<file path="src/rtl/vlp_pkg.sv">
`default_nettype none

package vlp_pkg;

    localparam int TABLE_ENTRIES_DEF = 720;
    localparam int SPEAKERS_DEF      = 16;

    localparam logic [15:0] RAMP_RESET = 16'd1024;

    // Rounding offset and shift that turn azimuth times table size into an index.
    localparam int AZ_ROUND = 32768;
    localparam int AZ_SHIFT = 16;

    localparam int RAMP_SHIFT = 16;
    localparam int GAIN_SHIFT = 30;
    localparam int Q30_SHIFT  = 15;

    localparam int OBUF_DEPTH = 8;

    localparam int PROD_W = 59;

    typedef logic signed [PROD_W-1:0] wide_t;

    typedef enum logic [1:0] {
        FUNC_TABLE  = 2'd0,
        FUNC_DIR    = 2'd1,
        FUNC_SAMPLE = 2'd2
    } func_t;

    typedef struct packed {
        logic [15:0] gain_second;
        logic [15:0] gain_first;
        logic [3:0]  second;
        logic [3:0]  first;
    } entry_t;

    localparam int ENTRY_W = $bits(entry_t);

    typedef struct packed {
        logic               valid;
        logic               step;
        logic [3:0]         ch;
        logic [30:0]        target;
        logic signed [23:0] sample;
        logic               last;
    } op_t;

    typedef struct packed {
        logic [3:0]         channel;
        logic signed [23:0] contribution;
        logic               last;
    } res_t;

    function automatic logic [3:0] spk_mod(input logic [3:0] v, input int unsigned n);
        int unsigned t;
        t = 32'(v);
        for (int i = 0; i < 8; i++) begin
            if (t >= n) begin
                t = t - n;
            end
        end
        return 4'(t);
    endfunction

    function automatic logic signed [31:0] sat32(input wide_t v);
        if (v[PROD_W-1:31] == '0 || v[PROD_W-1:31] == '1) begin
            return v[31:0];
        end
        return v[PROD_W-1] ? 32'h8000_0000 : 32'h7FFF_FFFF;
    endfunction

    function automatic logic signed [23:0] sat24(input wide_t v);
        if (v[PROD_W-1:23] == '0 || v[PROD_W-1:23] == '1) begin
            return v[23:0];
        end
        return v[PROD_W-1] ? 24'h80_0000 : 24'h7F_FFFF;
    endfunction

endpackage

`default_nettype wire

</file>
<file path="src/rtl/vlp_obuf.sv">
`default_nettype none

module vlp_obuf (
    input  wire logic          aclk,
    input  wire logic          aresetn,
    input  wire logic          push_valid,
    input  wire vlp_pkg::res_t push_data,
    output logic               m_valid,
    input  wire logic          m_ready,
    output vlp_pkg::res_t      res
);

    localparam int PW   = $clog2(vlp_pkg::OBUF_DEPTH);
    localparam int CNTW = $clog2(vlp_pkg::OBUF_DEPTH + 1);

    vlp_pkg::res_t  fifo_reg [vlp_pkg::OBUF_DEPTH];
    logic [PW-1:0]  wr_ptr_reg, rd_ptr_reg;
    logic [CNTW-1:0] count_reg;
    logic           pop;

    assign m_valid = count_reg != '0;
    assign pop     = m_valid && m_ready;
    assign res     = fifo_reg[rd_ptr_reg];

    always_ff @(posedge aclk) begin
        if (!aresetn) begin
            wr_ptr_reg <= '0;
            rd_ptr_reg <= '0;
            count_reg  <= '0;
        end else begin
            if (push_valid) begin
                wr_ptr_reg <= wr_ptr_reg + PW'(1);
            end
            if (pop) begin
                rd_ptr_reg <= rd_ptr_reg + PW'(1);
            end
            count_reg <= count_reg + CNTW'(push_valid) - CNTW'(pop);
        end
    end

    always_ff @(posedge aclk) begin
        if (push_valid) begin
            fifo_reg[wr_ptr_reg] <= push_data;
        end
    end

endmodule

`default_nettype wire

</file>
<file path="config.mk">
export PLATFORM = sky130hd
export DESIGN_NAME = vlp_obuf
export DESIGN_NICKNAME = d
export VERILOG_FILES = /design/src/rtl/vlp_pkg.sv /design/src/rtl/vlp_obuf.sv
export SDC_FILE = /design/constraint.sdc
export NUM_CORES = 1
export LEC_CHECK = 0
export BUFFER_PORTS_ARGS = -buffer_cell sky130_fd_sc_hd__buf_2
export CORE_ASPECT_RATIO = 1.4
export CORE_UTILIZATION = 60
export CTS_CLUSTER_SIZE = 8
export DETAILED_ROUTE_END_ITERATION = 10
export PLACE_DENSITY = 0.82
export RECOVER_POWER = 50
export SLEW_MARGIN = 10
export SYNTH_ARGS = -nofsm -noshare
export SYNTH_HDL_FRONTEND = slang
export SYNTH_SLANG_ARGS = --single-unit
</file>
<file path="constraint.sdc">
create_clock -name aclk -period 4.25 [get_ports aclk]
set_input_delay 1.0625 -clock aclk [delete_from_list [all_inputs] [get_ports aclk]]
set_output_delay 1.0625 -clock aclk [all_outputs]
set_load 0.02 [all_outputs]
</file>
Word-level counts from Yosys, hierarchy flattened
Memories as Yosys holds them, arrays and structs flattened. A register that Yosys moved wholly into a read port is not among the register bits.
Index checks and enable logic that the tools add are counted.
{ "word_totals": {"regBits": 10, "out_inout_bits": 30, "memories": 1, "ramBits": 232} }
{ "memory_table": {"columns": ["memory", "words", "width", "read_ports", "rd_clocked_by_memory_dff", "write_ports", "line_no", "text"], "rows": [
  ["fifo_reg", 8, 29, 1, 1, 1, "vlp_obuf.sv:16", "vlp_pkg::res_t fifo_reg [vlp_pkg::OBUF_DEPTH];"]
]} }
{ "op_classes": {"add_sub_neg": 4, "n_mux": 4, "n_reduce_logical": 2} }
{ "ops": {"columns": ["operator", "count"], "rows": [
  ["$add A3 B1 Y3 const B", 2],
  ["$mux W3", 2],
  ["$add A4 B1 Y4", 1],
  ["$reduce_bool A4 Y1", 1],
  ["$sub A4 B1 Y4", 1],
  ["$mux W1", 2],
  ["$logic_and A1 B1 Y1", 1]
]} }

Logic depth before layout (Yosys ltp)
{ "logic_depth": {"depth_word": 4, "ltp_mapped": 10, "mapped_depth_nobuf": 10} }

Worst setup path before layout
Ideal clock, no wire load.
{ "synth_path": {"path_kind": "input-to-reg", "start": "in push_valid", "end": "mem fifo_reg[0][0] in the netlist's numbering (enable)", "setup_ns": 0.451, "cell_stages": 2, "arrival_ns": 3.162, "slack_ns": 0.637, "path_buffers": 0, "path_cell_list": "nand2b_1 > nor3_1"} }
{ "synth_via": {"elab_chain_len": 2} }
{ "synth_lines": {"columns": ["item", "line_no", "text"], "rows": [
  ["start, declared", "vlp_obuf.sv:6", "input wire logic push_valid,"],
  ["$mux W1", "vlp_obuf.sv:42", "if (push_valid) begin"],
  ["$mux W1 (implied by the code)", "vlp_obuf.sv:43", "fifo_reg[wr_ptr_reg] <= push_data;"],
  ["end, declared", "vlp_obuf.sv:16", null]
]} }
No other way between the ends.

==> results_dict.tcl <==
set metrics [dict create \
    required_ps 3190 \
    synth_compound_area_share_pct 0.132 \
    die_y_um 151 \
    grt_pass1_vias 4786 \
    grt_max_degree 31 \
    rsz0062_at_grt "no" \
    via_count 4437 \
    worst_pin_slew_ps 1090 \
    synth_area_mm2 0.00948 \
    arrival_ps 2510 \
    antenna_found_initial 0 \
    final-hold-violation-count 0 \
    postRouteAntennaNets 0 \
    drive_above_1_share_pct 32.3 \
    relSlewSlack_pct 27.2 \
    rr_startpoint "wr_ptr_reg[2]$_SDFFE_PN0P_" \
    synthDominantCellAreaShare_pct 73.5 \
    synth_warnings 0 \
    ioPinCount 63 \
    grt_pass1_wl_um 27600 \
    worst_slack_ps 673 \
    cts-buffers-inserted 36 \
    ctsResizeCount 0 \
    r2r_slack_ps 1910 \
    ir_drop_uv 381 \
    cts.sinks 245 \
    die_w_um 108 \
    layout_common_cells "232 x edfxtp_1, 45 x mux4_2, 43 x clkbuf_1" \
    drtIter0Drc 340 \
    dpl.hpwl_um 9550 \
    power_leakage_nw 3.62 \
    synth_fa_ha_area_share_pct 1.00 \
    yosys.area_share.simple_pct 1.74 \
    finalWeightedCongestion 0.694 \
    cts_hold_buf 0 \
    crit_fanout 22 \
    pre_cts_slack_ps 1160 \
    viasPerCell 6.22 \
    rows 54 \
    ys_seq_area_share_pct 76.2 \
    antennaDiodeCount 0 \
    synth-seq-cells 245 \
    multi_input_area_mm2 0.00215 \
    layout_commonest_cell "edfxtp_1" \
    path_clk_slew_ps 50 \
    synth_largest_area_cell "edfxtp_1" \
    synth_cell_types 28 \
    synthTopCellsByArea "edfxtp_1 73%, mux4_2 11%, mux4_1 3.6%" \
    core-area_mm2 0.0155 \
    cts_tree "done" \
    clk_latency_ps 490 \
    r2r_cells 3 \
    fin_setup_tns_ps 0 \
    crit_type "flop to output port" \
    min_period_ps 3580 \
    min_path_type "flop to flop" \
    fp.dieArea_mm2 0.0163 \
    status "completed" \
    crit_path_end_kind "output port" \
    ff_latch_area_mm2 0.00723 \
    fin_crit_sh_pct 84.2 \
    startpoint_type "flop" \
    timing.fmax_mhz 280 \
    power.density_mw_per_mm2 566 \
    clock_skew_ps 11.5 \
    muxShareOfSynthArea_pct 19.1 \
    maxCapViolations 0 \
    root_buffer "clkbuf_16" \
    synth_top_family_by_area "multiplexers" \
    synth_fp_nets 447 \
    synth_cells 407 \
    largest_reg_flops 232 \
    hold_ws_ps 480 \
    fin_nets 542 \
    drcViolationCount 0 \
    track_usage_pct 24.1 \
    setup_viol 0 \
    syn_to_final_growth_pct 16.3 \
    routedWlPerCell_um 25.7 \
    clockBufferDepth 3 \
    drt_first_pass_iters 4 \
    holdPathStages 2 \
    drv_slew 0 \
    hp-start "rd_ptr_reg[2]$_SDFFE_PN0P_" \
    start_util_pct 61.0 \
    nFillCells 894 \
    reg2reg_to "fifo_reg[3][26]$_DFFE_PP_" \
    overflow 0 \
    syn_area_per_cell_um2 23.3 \
    cts_setup_buffers 0 \
    routed_wl_um 18300 \
    h-tree-depth 2 \
    synthXorXnorAreaFrac_pct 0.277 \
    io_buffers 62 \
]
## critical path, stage by stage, from the launching register on
cell and delay (ps):
dfxtp_4 640, buf_4 350, mux4_1 590, mux2_2 290, buf_2 160
## power breakdown
group	total (W)	internal, W	switching [W]	leakage (nW)
sequential	0.00285	0.00274	0.000113	2.22
clock	0.00251	0.00157	0.000939	0.484
combinational	0.000882	0.000447	0.000435	0.923
total	0.00625	0.00476	0.00149	3.62
## logic make-up after synthesis
| kind of cell | count (synthesis) |
|---|---|
| AOI/OAI and AO/OA | 2 |
| xor gates and xnor gates | 3 |
| adders and majority gates | 7 |
| buffers and inverters | 21 |
| DFF | 245 |
| muxes | 96 |
| and+or+nand+nor | 33 |
## cell usage after synthesis
cell type and n:
mux2i_1 9, mux2_2 19, and2_1 4, nor2b_1 2
dfxtp_1 13, clkbuf_4 1, nor3_1 2, mux4_2 45
buf_12 3, clkbuf_1 7, a21oi_1 1, edfxtp_1 232
buf_2 5, a21o_1 1, xnor2_1 2, fa_1 1
mux4_1 13, or3b_1 1, nand2b_1 6, nand2_1 9
nand3_1 1, inv_1 4, or2_1 1, buf_6 1
ha_1 6, mux2_4 10, nor2_1 7, xor2_1 1
## area by class of cell
cell class                      count  share of cell area, %
Tap cell                          196                   2.22
Timing Repair Buffer               74                   3.52
Sequential cell                   245                   65.6
Clock inverter                      3                  0.204
Clock buffer                       50                   8.84
Multi-Input combinational cell    141                   19.5
Inverter                            4                  0.136
## worst max path at each step
stage	slack (ps)	end	cells after the start	start
after floorplan	640	fifo_reg[0][0]$_DFFE_PP_	2	push_valid
after global placement	1190	res[0]	4	flop
after detailed placement	1160	res[5]	4	flop
after CTS	620	res[5]	4	flop
after global routing	550	res[0]	4	flop
final	670	res[5]	4	flop
## per-layer routing
layer / wire length, um / global-route usage [%] / part of all wire, %
met5: 0 / 0 / 0
met4: 571 / 11.3 / 3.1
met3: 1250 / 4.33 / 6.8
met2: 9490 / 39.5 / 52
met1: 7030 / 31.4 / 38
## stage by stage
stage                     std cells  instance area (um^2)  utilization [%]  power [W]
final                           713                 11000             71.0    0.00625
after global routing            713                 11000             71.0    0.00644
after CTS                       713                 11100             71.3    0.00630
after detailed placement        660                 10100             64.9    0.00377
after global placement          660                 10100             64.9    0.00374
after floorplan                 407                  9480                -    0.00353
Note: power is estimated with default switching activity, not from simulation.
