`src/rtl/vlp_pkg.sv`:
```
`default_nettype none

package vlp_pkg;

    localparam int TABLE_ENTRIES_DEF = 720;
    localparam int SPEAKERS_DEF      = 16;

    localparam logic [15:0] RAMP_RESET = 16'd1024;

    // Rounding offset and shift that turn azimuth times table size into an index.
    localparam int AZ_ROUND = 32768;
    localparam int AZ_SHIFT = 16;

    localparam int RAMP_SHIFT = 16;
    localparam int GAIN_SHIFT = 30;
    localparam int Q30_SHIFT  = 15;

    localparam int OBUF_DEPTH = 8;

    localparam int PROD_W = 59;

    typedef logic signed [PROD_W-1:0] wide_t;

    typedef enum logic [1:0] {
        FUNC_TABLE  = 2'd0,
        FUNC_DIR    = 2'd1,
        FUNC_SAMPLE = 2'd2
    } func_t;

    typedef struct packed {
        logic [15:0] gain_second;
        logic [15:0] gain_first;
        logic [3:0]  second;
        logic [3:0]  first;
    } entry_t;

    localparam int ENTRY_W = $bits(entry_t);

    typedef struct packed {
        logic               valid;
        logic               step;
        logic [3:0]         ch;
        logic [30:0]        target;
        logic signed [23:0] sample;
        logic               last;
    } op_t;

    typedef struct packed {
        logic [3:0]         channel;
        logic signed [23:0] contribution;
        logic               last;
    } res_t;

    function automatic logic [3:0] spk_mod(input logic [3:0] v, input int unsigned n);
        int unsigned t;
        t = 32'(v);
        for (int i = 0; i < 8; i++) begin
            if (t >= n) begin
                t = t - n;
            end
        end
        return 4'(t);
    endfunction

    function automatic logic signed [31:0] sat32(input wide_t v);
        if (v[PROD_W-1:31] == '0 || v[PROD_W-1:31] == '1) begin
            return v[31:0];
        end
        return v[PROD_W-1] ? 32'h8000_0000 : 32'h7FFF_FFFF;
    endfunction

    function automatic logic signed [23:0] sat24(input wide_t v);
        if (v[PROD_W-1:23] == '0 || v[PROD_W-1:23] == '1) begin
            return v[23:0];
        end
        return v[PROD_W-1] ? 24'h80_0000 : 24'h7F_FFFF;
    endfunction

endpackage

`default_nettype wire

```
`src/rtl/vlp_ram.sv`:
```
`default_nettype none

module vlp_ram #(
    parameter int WIDTH = 32,
    parameter int DEPTH = 16,
    localparam int AW = $clog2(DEPTH)
) (
    input  wire logic             aclk,
    input  wire logic             we,
    input  wire logic [AW-1:0]    waddr,
    input  wire logic [WIDTH-1:0] wdata,
    input  wire logic [AW-1:0]    raddr,
    output logic      [WIDTH-1:0] rdata
);

    logic [WIDTH-1:0] mem [DEPTH];

    always_ff @(posedge aclk) begin
        if (we) begin
            mem[waddr] <= wdata;
        end
        rdata <= mem[raddr];
    end

endmodule

`default_nettype wire

```
`src/rtl/vlp_wpath.sv`:
```
`default_nettype none

module vlp_wpath #(
    parameter int SPEAKERS = vlp_pkg::SPEAKERS_DEF
) (
    input  wire logic          aclk,
    input  wire logic          aresetn,
    input  wire vlp_pkg::op_t  op,
    input  wire logic [15:0]   ramp,
    output logic               push_valid,
    output vlp_pkg::res_t      push_data
);

    localparam int CW = $clog2(SPEAKERS);

    vlp_pkg::op_t       b_op_reg, c_op_reg, d_op_reg;
    logic               b_wv_reg, b_dv_reg;
    logic [SPEAKERS-1:0] wv_reg, dv_reg;
    logic               fw_valid_reg;
    logic [3:0]         fw_ch_reg;
    logic signed [31:0] fw_data_reg;
    logic signed [33:0] c_val_reg, c_val_next;
    vlp_pkg::wide_t     d_prod_reg, prod_next;

    logic [CW-1:0]      a_ch, b_ch, d_ch;
    logic [31:0]        w_rd, d_rd;
    logic signed [31:0] w_cur, d_cur, w_sum, delta_new;
    logic signed [32:0] w_sum33;
    logic signed [33:0] diff;
    logic signed [24:0] mul_b;
    logic               w_we, d_we;

    assign a_ch = CW'(op.ch);
    assign b_ch = CW'(b_op_reg.ch);
    assign d_ch = CW'(d_op_reg.ch);

    // The weight of the previous beat is still on its way into the memory.
    assign w_cur   = (fw_valid_reg && fw_ch_reg == b_op_reg.ch) ? fw_data_reg
                     : (b_wv_reg ? w_rd : '0);
    assign d_cur   = b_dv_reg ? d_rd : '0;
    assign w_sum33 = {w_cur[31], w_cur} + {d_cur[31], d_cur};
    assign w_sum   = vlp_pkg::sat32({{(vlp_pkg::PROD_W - 33){w_sum33[32]}}, w_sum33});
    assign diff    = {3'b000, b_op_reg.target} - {{2{w_cur[31]}}, w_cur};
    assign c_val_next = b_op_reg.step ? diff : {{2{w_sum[31]}}, w_sum};
    assign w_we    = b_op_reg.valid && !b_op_reg.step;

    assign mul_b     = c_op_reg.step ? {9'd0, ramp} : {c_op_reg.sample[23], c_op_reg.sample};
    assign prod_next = c_val_reg * mul_b;

    assign delta_new = vlp_pkg::sat32(d_prod_reg >>> vlp_pkg::RAMP_SHIFT);
    assign d_we      = d_op_reg.valid && d_op_reg.step;

    assign push_valid             = d_op_reg.valid && !d_op_reg.step;
    assign push_data.channel      = d_op_reg.ch;
    assign push_data.contribution = vlp_pkg::sat24(d_prod_reg >>> vlp_pkg::GAIN_SHIFT);
    assign push_data.last         = d_op_reg.last;

    vlp_ram #(
        .WIDTH(32),
        .DEPTH(SPEAKERS)
    ) u_weight (
        .aclk (aclk),
        .we   (w_we),
        .waddr(b_ch),
        .wdata(w_sum),
        .raddr(a_ch),
        .rdata(w_rd)
    );

    vlp_ram #(
        .WIDTH(32),
        .DEPTH(SPEAKERS)
    ) u_delta (
        .aclk (aclk),
        .we   (d_we),
        .waddr(d_ch),
        .wdata(delta_new),
        .raddr(a_ch),
        .rdata(d_rd)
    );

    always_ff @(posedge aclk) begin
        if (!aresetn) begin
            b_op_reg.valid <= 1'b0;
            c_op_reg.valid <= 1'b0;
            d_op_reg.valid <= 1'b0;
            fw_valid_reg   <= 1'b0;
            wv_reg         <= '0;
            dv_reg         <= '0;
        end else begin
            b_op_reg     <= op;
            c_op_reg     <= b_op_reg;
            d_op_reg     <= c_op_reg;
            fw_valid_reg <= w_we;
            if (w_we) begin
                wv_reg[b_ch] <= 1'b1;
            end
            if (d_we) begin
                dv_reg[d_ch] <= 1'b1;
            end
        end
    end

    always_ff @(posedge aclk) begin
        b_wv_reg    <= wv_reg[a_ch];
        b_dv_reg    <= dv_reg[a_ch];
        fw_ch_reg   <= b_op_reg.ch;
        fw_data_reg <= w_sum;
        c_val_reg   <= c_val_next;
        d_prod_reg  <= prod_next;
    end

endmodule

`default_nettype wire

```
`config.mk`:
```
export PLATFORM = sky130hd
export DESIGN_NAME = vlp_wpath
export DESIGN_NICKNAME = d
export VERILOG_FILES = /design/src/rtl/vlp_pkg.sv /design/src/rtl/vlp_ram.sv /design/src/rtl/vlp_wpath.sv
export SDC_FILE = /design/constraint.sdc
export NUM_CORES = 2
export LEC_CHECK = 0
export ABC_AREA = 1
export BUFFER_PORTS_ARGS = -buffer_cell sky130_fd_sc_hd__buf_4
export CORE_MARGIN = 1
export CORE_UTILIZATION = 47
export DETAILED_ROUTE_END_ITERATION = 10
export RECOVER_POWER = 50
export SLEW_MARGIN = 0
export SYNTH_ARGS = -nofsm -noshare
export SYNTH_HDL_FRONTEND = slang
export SYNTH_HIERARCHICAL = 1
export SYNTH_SLANG_ARGS = --single-unit
```
`constraint.sdc`:
```
create_clock -name aclk -period 13.7 [get_ports aclk]
set_input_delay 1.37 -clock aclk [delete_from_list [all_inputs] [get_ports aclk]]
set_output_delay 1.37 -clock aclk [all_outputs]
set_load 0.01 [all_outputs]
```
Yosys cells after proc, flatten, opt, wreduce, memory -nomap -nowiden
Memories as Yosys holds them, arrays and structs flattened. A register that Yosys moved wholly into a read port is not among the register bits.
Index checks and enable logic that the tools add are counted.
Storage, ports and cells
  memories kept: 2
  logic and storage cells: 83
  input bits: 80
  bits in registers: 264
  RAM bits: 1024
Operators by class
  bitwise operators: 2
  magnitude comparators: 5
  equality and inequality tests: 4
  muxes and demuxes: 29
  $add $sub $neg: 2
  reduce and logical (&&, ||, !) cells: 14
  multipliers: 1
Memories
  u_delta.mem: words 16, width 32, rd ports 1, clocked after Yosys merged registers in 1, wr ports 1, RTL line vlp_ram.sv:16  | logic [WIDTH-1:0] mem [DEPTH];
  u_weight.mem: words 16, width 32, rd ports 1, clocked after Yosys merged registers in 1, wr ports 1, RTL line vlp_ram.sv:16
Operators with widths (count)
  $mux 32: 9
  $mux 24: 3
  $mul 34x25->59: 1
  $eq 28x28->1 const B: 2
  $logic_not 28->1: 2
  $eq 36x36->1 const B: 1
  $logic_not 36->1: 1
  $mux 34: 1
  $add 32x32->33: 1
  $sub 32x32->33: 1
  $or 16x16->16: 2
  $mux 25: 1
  $lt 4x5->1 const B: 3
  $mux 1: 11
  $bmux 1 s4: 2
  $demux 1 s4: 2
  $ge 4x1->1 const B: 2
  $logic_and 1x1->1: 6
  $eq 4x4->1: 1
  $logic_or 1x1->1: 3
  $logic_not 1->1: 2

Logic depth before layout (Yosys ltp)
  depth in word-level cells: 9
  mapped depth: 35
  depth with buffers taken out: 32

Cells and area by module
Netlist, hierarchy kept.
By module, submodules not included
  vlp_ram: cells each 2120, instances 2, area an instance 22730.6 um2, sequential area each 16015.4 um2
  vlp_wpath: cells each 5368, instances 1, area an instance 42530.8 um2, sequential area each 5915.7 um2

Worst setup path after synthesis
No wires, ideal clock.
  path type: input -> register
  start: in ramp[2]
  end: reg d_prod_reg[55]
  path slack: 5.957 ns
  stages: 24
  data required time: 13.588 ns
  arrival: 7.631 ns
  cell sequence: or2_2 > o21ai_0 > clkbuf_1 > nor2_1 > fa_1 > fa_1 > inv_1 > fa_1 > inv_1 > fa_1 > fa_1 > fa_1 > fa_1 > ha_1 > a21oi_1 > inv_1 > a31oi_1 > inv_1 > a21oi_1 > o21ai_0 > a21oi_1 > nand2_1 > nand2_1 > nand2_1
On the way
  longest elaborated chain between the ends: 2
RTL lines
  start: declaration: RTL line vlp_wpath.sv:9  | input wire logic [15:0] ramp,
  $mux 25: RTL line vlp_wpath.sv:47  | assign mul_b = c_op_reg.step ? {9'd0, ramp} : {c_op_reg.sample[23], c_op_reg.sample};
  $mul 34x25->59: RTL line vlp_wpath.sv:48  | assign prod_next = c_val_reg * mul_b;
  named net prod_next[55]: RTL line vlp_wpath.sv:23  | vlp_pkg::wide_t d_prod_reg, prod_next;
  end signal: assignment: RTL line vlp_wpath.sv:110  | d_prod_reg <= prod_next;
  end: declaration: RTL line vlp_wpath.sv:23
The timed path passes the listed nets, and every way through them passes these cells.
A chain may end at the register's enable or synchronous reset.

==> flow_summary.yaml <==
place:
  dp_hpwl_mm: 186.4
  place_area_um2: 91140
  port_buffers: 109
  placed_cells: 11940
  gp_congestion: 0.9930
sta:
  drv_slew: 1555
  relSlewSlack_pct: -335.1
  tns_ns: 0
  fmax_mhz: 97.19
  worst_slew_pin_slew_ns: 6.527
  skew_ns: 0.08187
  rsz0062_at_grt: "false"
  setup_viol: 0
  period_minus_slack_ns: 10.29
  post-route-period-util_pct: 75.11
  finalHoldViolations: 0
min_path:
  hold_path_depth: 0
  hold_start: "b_op_reg[4]$_DFFE_PP_"
  hold_class: "flip-flop to flip-flop"
  whs_endpoint: "c_op_reg[4]$_DFFE_PP_"
clock_network:
  insertion_delay_ns: 0.84
  path_clk_slew_ns: 0.05
  htreeDepth: 4
  post_cts_buffers: 0
  numCtsBuffers: 148
  cts_root_buffer: "clkbuf_16"
  post_cts_resized: 0
  clk_path_buf_depth: 3
  cts_tree: "yes"
  hold_buffers: 0
  clock_sinks: 1335
global_routing:
  grt_pass1_vias: 64090
  grtUsageTotal_pct: 29.59
  grt_pass1_wl_mm: 409.4
  overflow: 0
  grt_max_degree: 189
  grt_antenna_before_repair: 7
logic_synthesis:
  yosysWarnings: 6
  ys.flop_type: "edfxtp_1"
  synth_cell_type_count: 48
  avgSynthCellArea_um2: 9.158
  synth_edf_count: 1121
  syn_inst: 9608
  synth_seq_cells: 1335
  synth-seq-area-share_pct: 43.12
  synth_area_um2: 87990
  async_flop_share_pct: 0
  synthesis.nets: 10760
drt:
  drt_first_iter_violations: 6088
  route.detailed.drc: 0
  wl_per_cell_um: 22.64
  via_per_inst: 5.295
  vias: 64700
  ant_nets: 0
  first_pass_iters: 8
  wirelength_mm: 276.6
status:
  status: "finished, violations left"
  violations: "max-capacitance violations, max-slew violations"
floorplanning:
  core_um2: 185600
  die_h_um: 434.7
  rows: 158
  die_w_um: 434.7
  initial_core_util_pct: 47.40
  dieArea_um2: 189000
  io_pins: 110
worst_setup_path:
  path_class: "input pin to flip-flop"
  critPathRequiredTime_ns: 14.43
  max_stage_delay_ns: 4.48
  path_buf_inv: 3
  r2r_end: "d_prod_reg[39]$_DFF_P_"
  crit_family: "buffers and inverters"
  cpMostUsedCell: "nand3_1"
  critical_path.max_fanout: 139
  critPathLaunchType: "input pin"
  arrival_ns: 11.02
  crit_path_end_kind: "flip-flop"
  worst-path-stages: 7
  slowest_stage: "clkbuf_1"
  rrSetupSlack_ns: 3.78
  r2r-start: "c_op_reg[60]$_DFFE_PP_"
  crit_path_cell_trace: "clkbuf_1 > clkbuf_1 > clkbuf_2 > nand3_1 > nand3_1 > nand3_1 > nand2_1"
  reg2regPathDepth: 23
finish:
  fillers: 16990
  areaGrowthSynthToFinish_pct: 8.742
  seq_area_um2: 37950
  multiInputGateArea_um2: 40240
  final_nets: 10760
  drive_above_1_share_pct: 5.146
  layout.cell_area.non_filler_um2: 95680
  fin_cells: 12220
job:
  cap_violations: 45
[layout by cell type (no fill, tap or decap), types with 29 or more instances in the layout]
cell and instances:
clkbuf_1 101, inv_1 2065, xor2_1 46, nand2_1 2461, buf_4 133, clkbuf_16 152
ha_1 217, or2_2 30, dfxtp_1 213, clkinv_1 29, fa_1 851, a21oi_1 192
nor3_1 29, o21ai_0 172, edfxtp_1 1121, nor2_1 657, nand3_1 936, clkbuf_4 48
[routing by layer]
metal	global-route usage [%]	up-vias	routed length (µm)	share of wire [%]
met3	4.898	619	21680	7.8
met1	38.83	31950	111100	40
met2	47.74	2650	129100	47
met5	0.07684	-	11	0.0040
li1	-	29480	-	-
met4	14.36	2	14770	5.3
[cell families (layout without fill, tap and decap cells)]
| family | Yosys count | in the layout | synth area share (%) |
|---|---|---|---|
| buffers and inverters | 2481 | 2608 | 11.35 |
| AOI/OAI and AO/OA | 446 | 446 | 2.727 |
| and+or+nand+nor | 4215 | 4215 | 19.73 |
| adders and majority gates | 1068 | 1068 | 22.45 |
| xor gates and xnor gates | 63 | 63 | 0.6271 |
| DFF | 1335 | 1335 | 43.12 |
| other | 0 | 4 | 0 |
[cell type report]
type                    count  area share, %
flip-flops and latches   1335          39.66
inverters                2086          8.201
clock inverters            71         0.7977
multi-input cells        5792          42.05
clock buffers             205          4.334
diodes                      4        0.01046
repair buffers            246          1.701
well taps                2480          3.243
[worst register-to-register path, stage by stage (launching register included)]
cell	delay [ns]
edfxtp_1	0.34
clkbuf_1	1.45
or2_2	0.30
nand2_1	0.48
inv_1	1.00
nand2_1	0.19
fa_1	0.55
fa_1	0.54
inv_1	0.05
fa_1	0.49
fa_1	0.57
fa_1	0.45
fa_1	0.51
inv_1	0.05
fa_1	0.64
inv_1	0.08
ha_1	0.38
nand2_1	0.12
o21ai_0	0.31
a21oi_1	0.19
o21ai_0	0.60
a21oi_1	0.09
nand2_1	0.14
xor2_1	0.27
[through the flow]
stage               setup WS [ns]  hold WS (ns)  utilization [%]
floorplan                   5.957        0.3900                -
detailed placement          4.488        0.4045            49.10
global route                3.050        0.4193            51.54
CTS                         5.050        0.4166            51.74
global placement            4.443        0.4003            49.10
finish                      3.410        0.4138            51.55
[worst max path at each step]
stage / from / to / slack [ns]
floorplan: ramp[2] / d_prod_reg[55]$_DFF_P_ / 5.96
detailed placement: ramp[11] / d_prod_reg[54]$_DFF_P_ / 4.49
finish: op[57] / u_weight/rdata[14]$_DFF_P_ / 3.41
CTS: c_op_reg[60]$_DFFE_PP_ / d_prod_reg[39]$_DFF_P_ / 5.05
global placement: ramp[2] / d_prod_reg[47]$_DFF_P_ / 4.44
global route: op[57] / u_weight/rdata[6]$_DFF_P_ / 3.05
[cell usage after synthesis, types with 13 or more instances]
cell	instances	area share (%)
xor2_1	46	0.46
buf_2	89	0.51
edfxtp_1	1121	38
o21ai_0	182	1.0
nor3_1	29	0.16
a21o_1	13	0.11
nand4_1	28	0.20
buf_1	42	0.18
ha_1	217	3.1
nor4_1	13	0.092
dfxtp_1	214	4.9
xnor2_1	17	0.17
or2_2	30	0.21
nand2_1	2464	11
buf_6	61	0.78
nor2_1	675	2.9
fa_1	851	19
inv_1	2066	8.8
o21bai_1	21	0.18
clkbuf_1	184	0.78
nand3_1	936	5.3
buf_4	17	0.15
a21oi_1	192	1.1
Power is not shown: default switching activity piles up to over one toggle a cycle in this logic, so the estimate is an artifact.
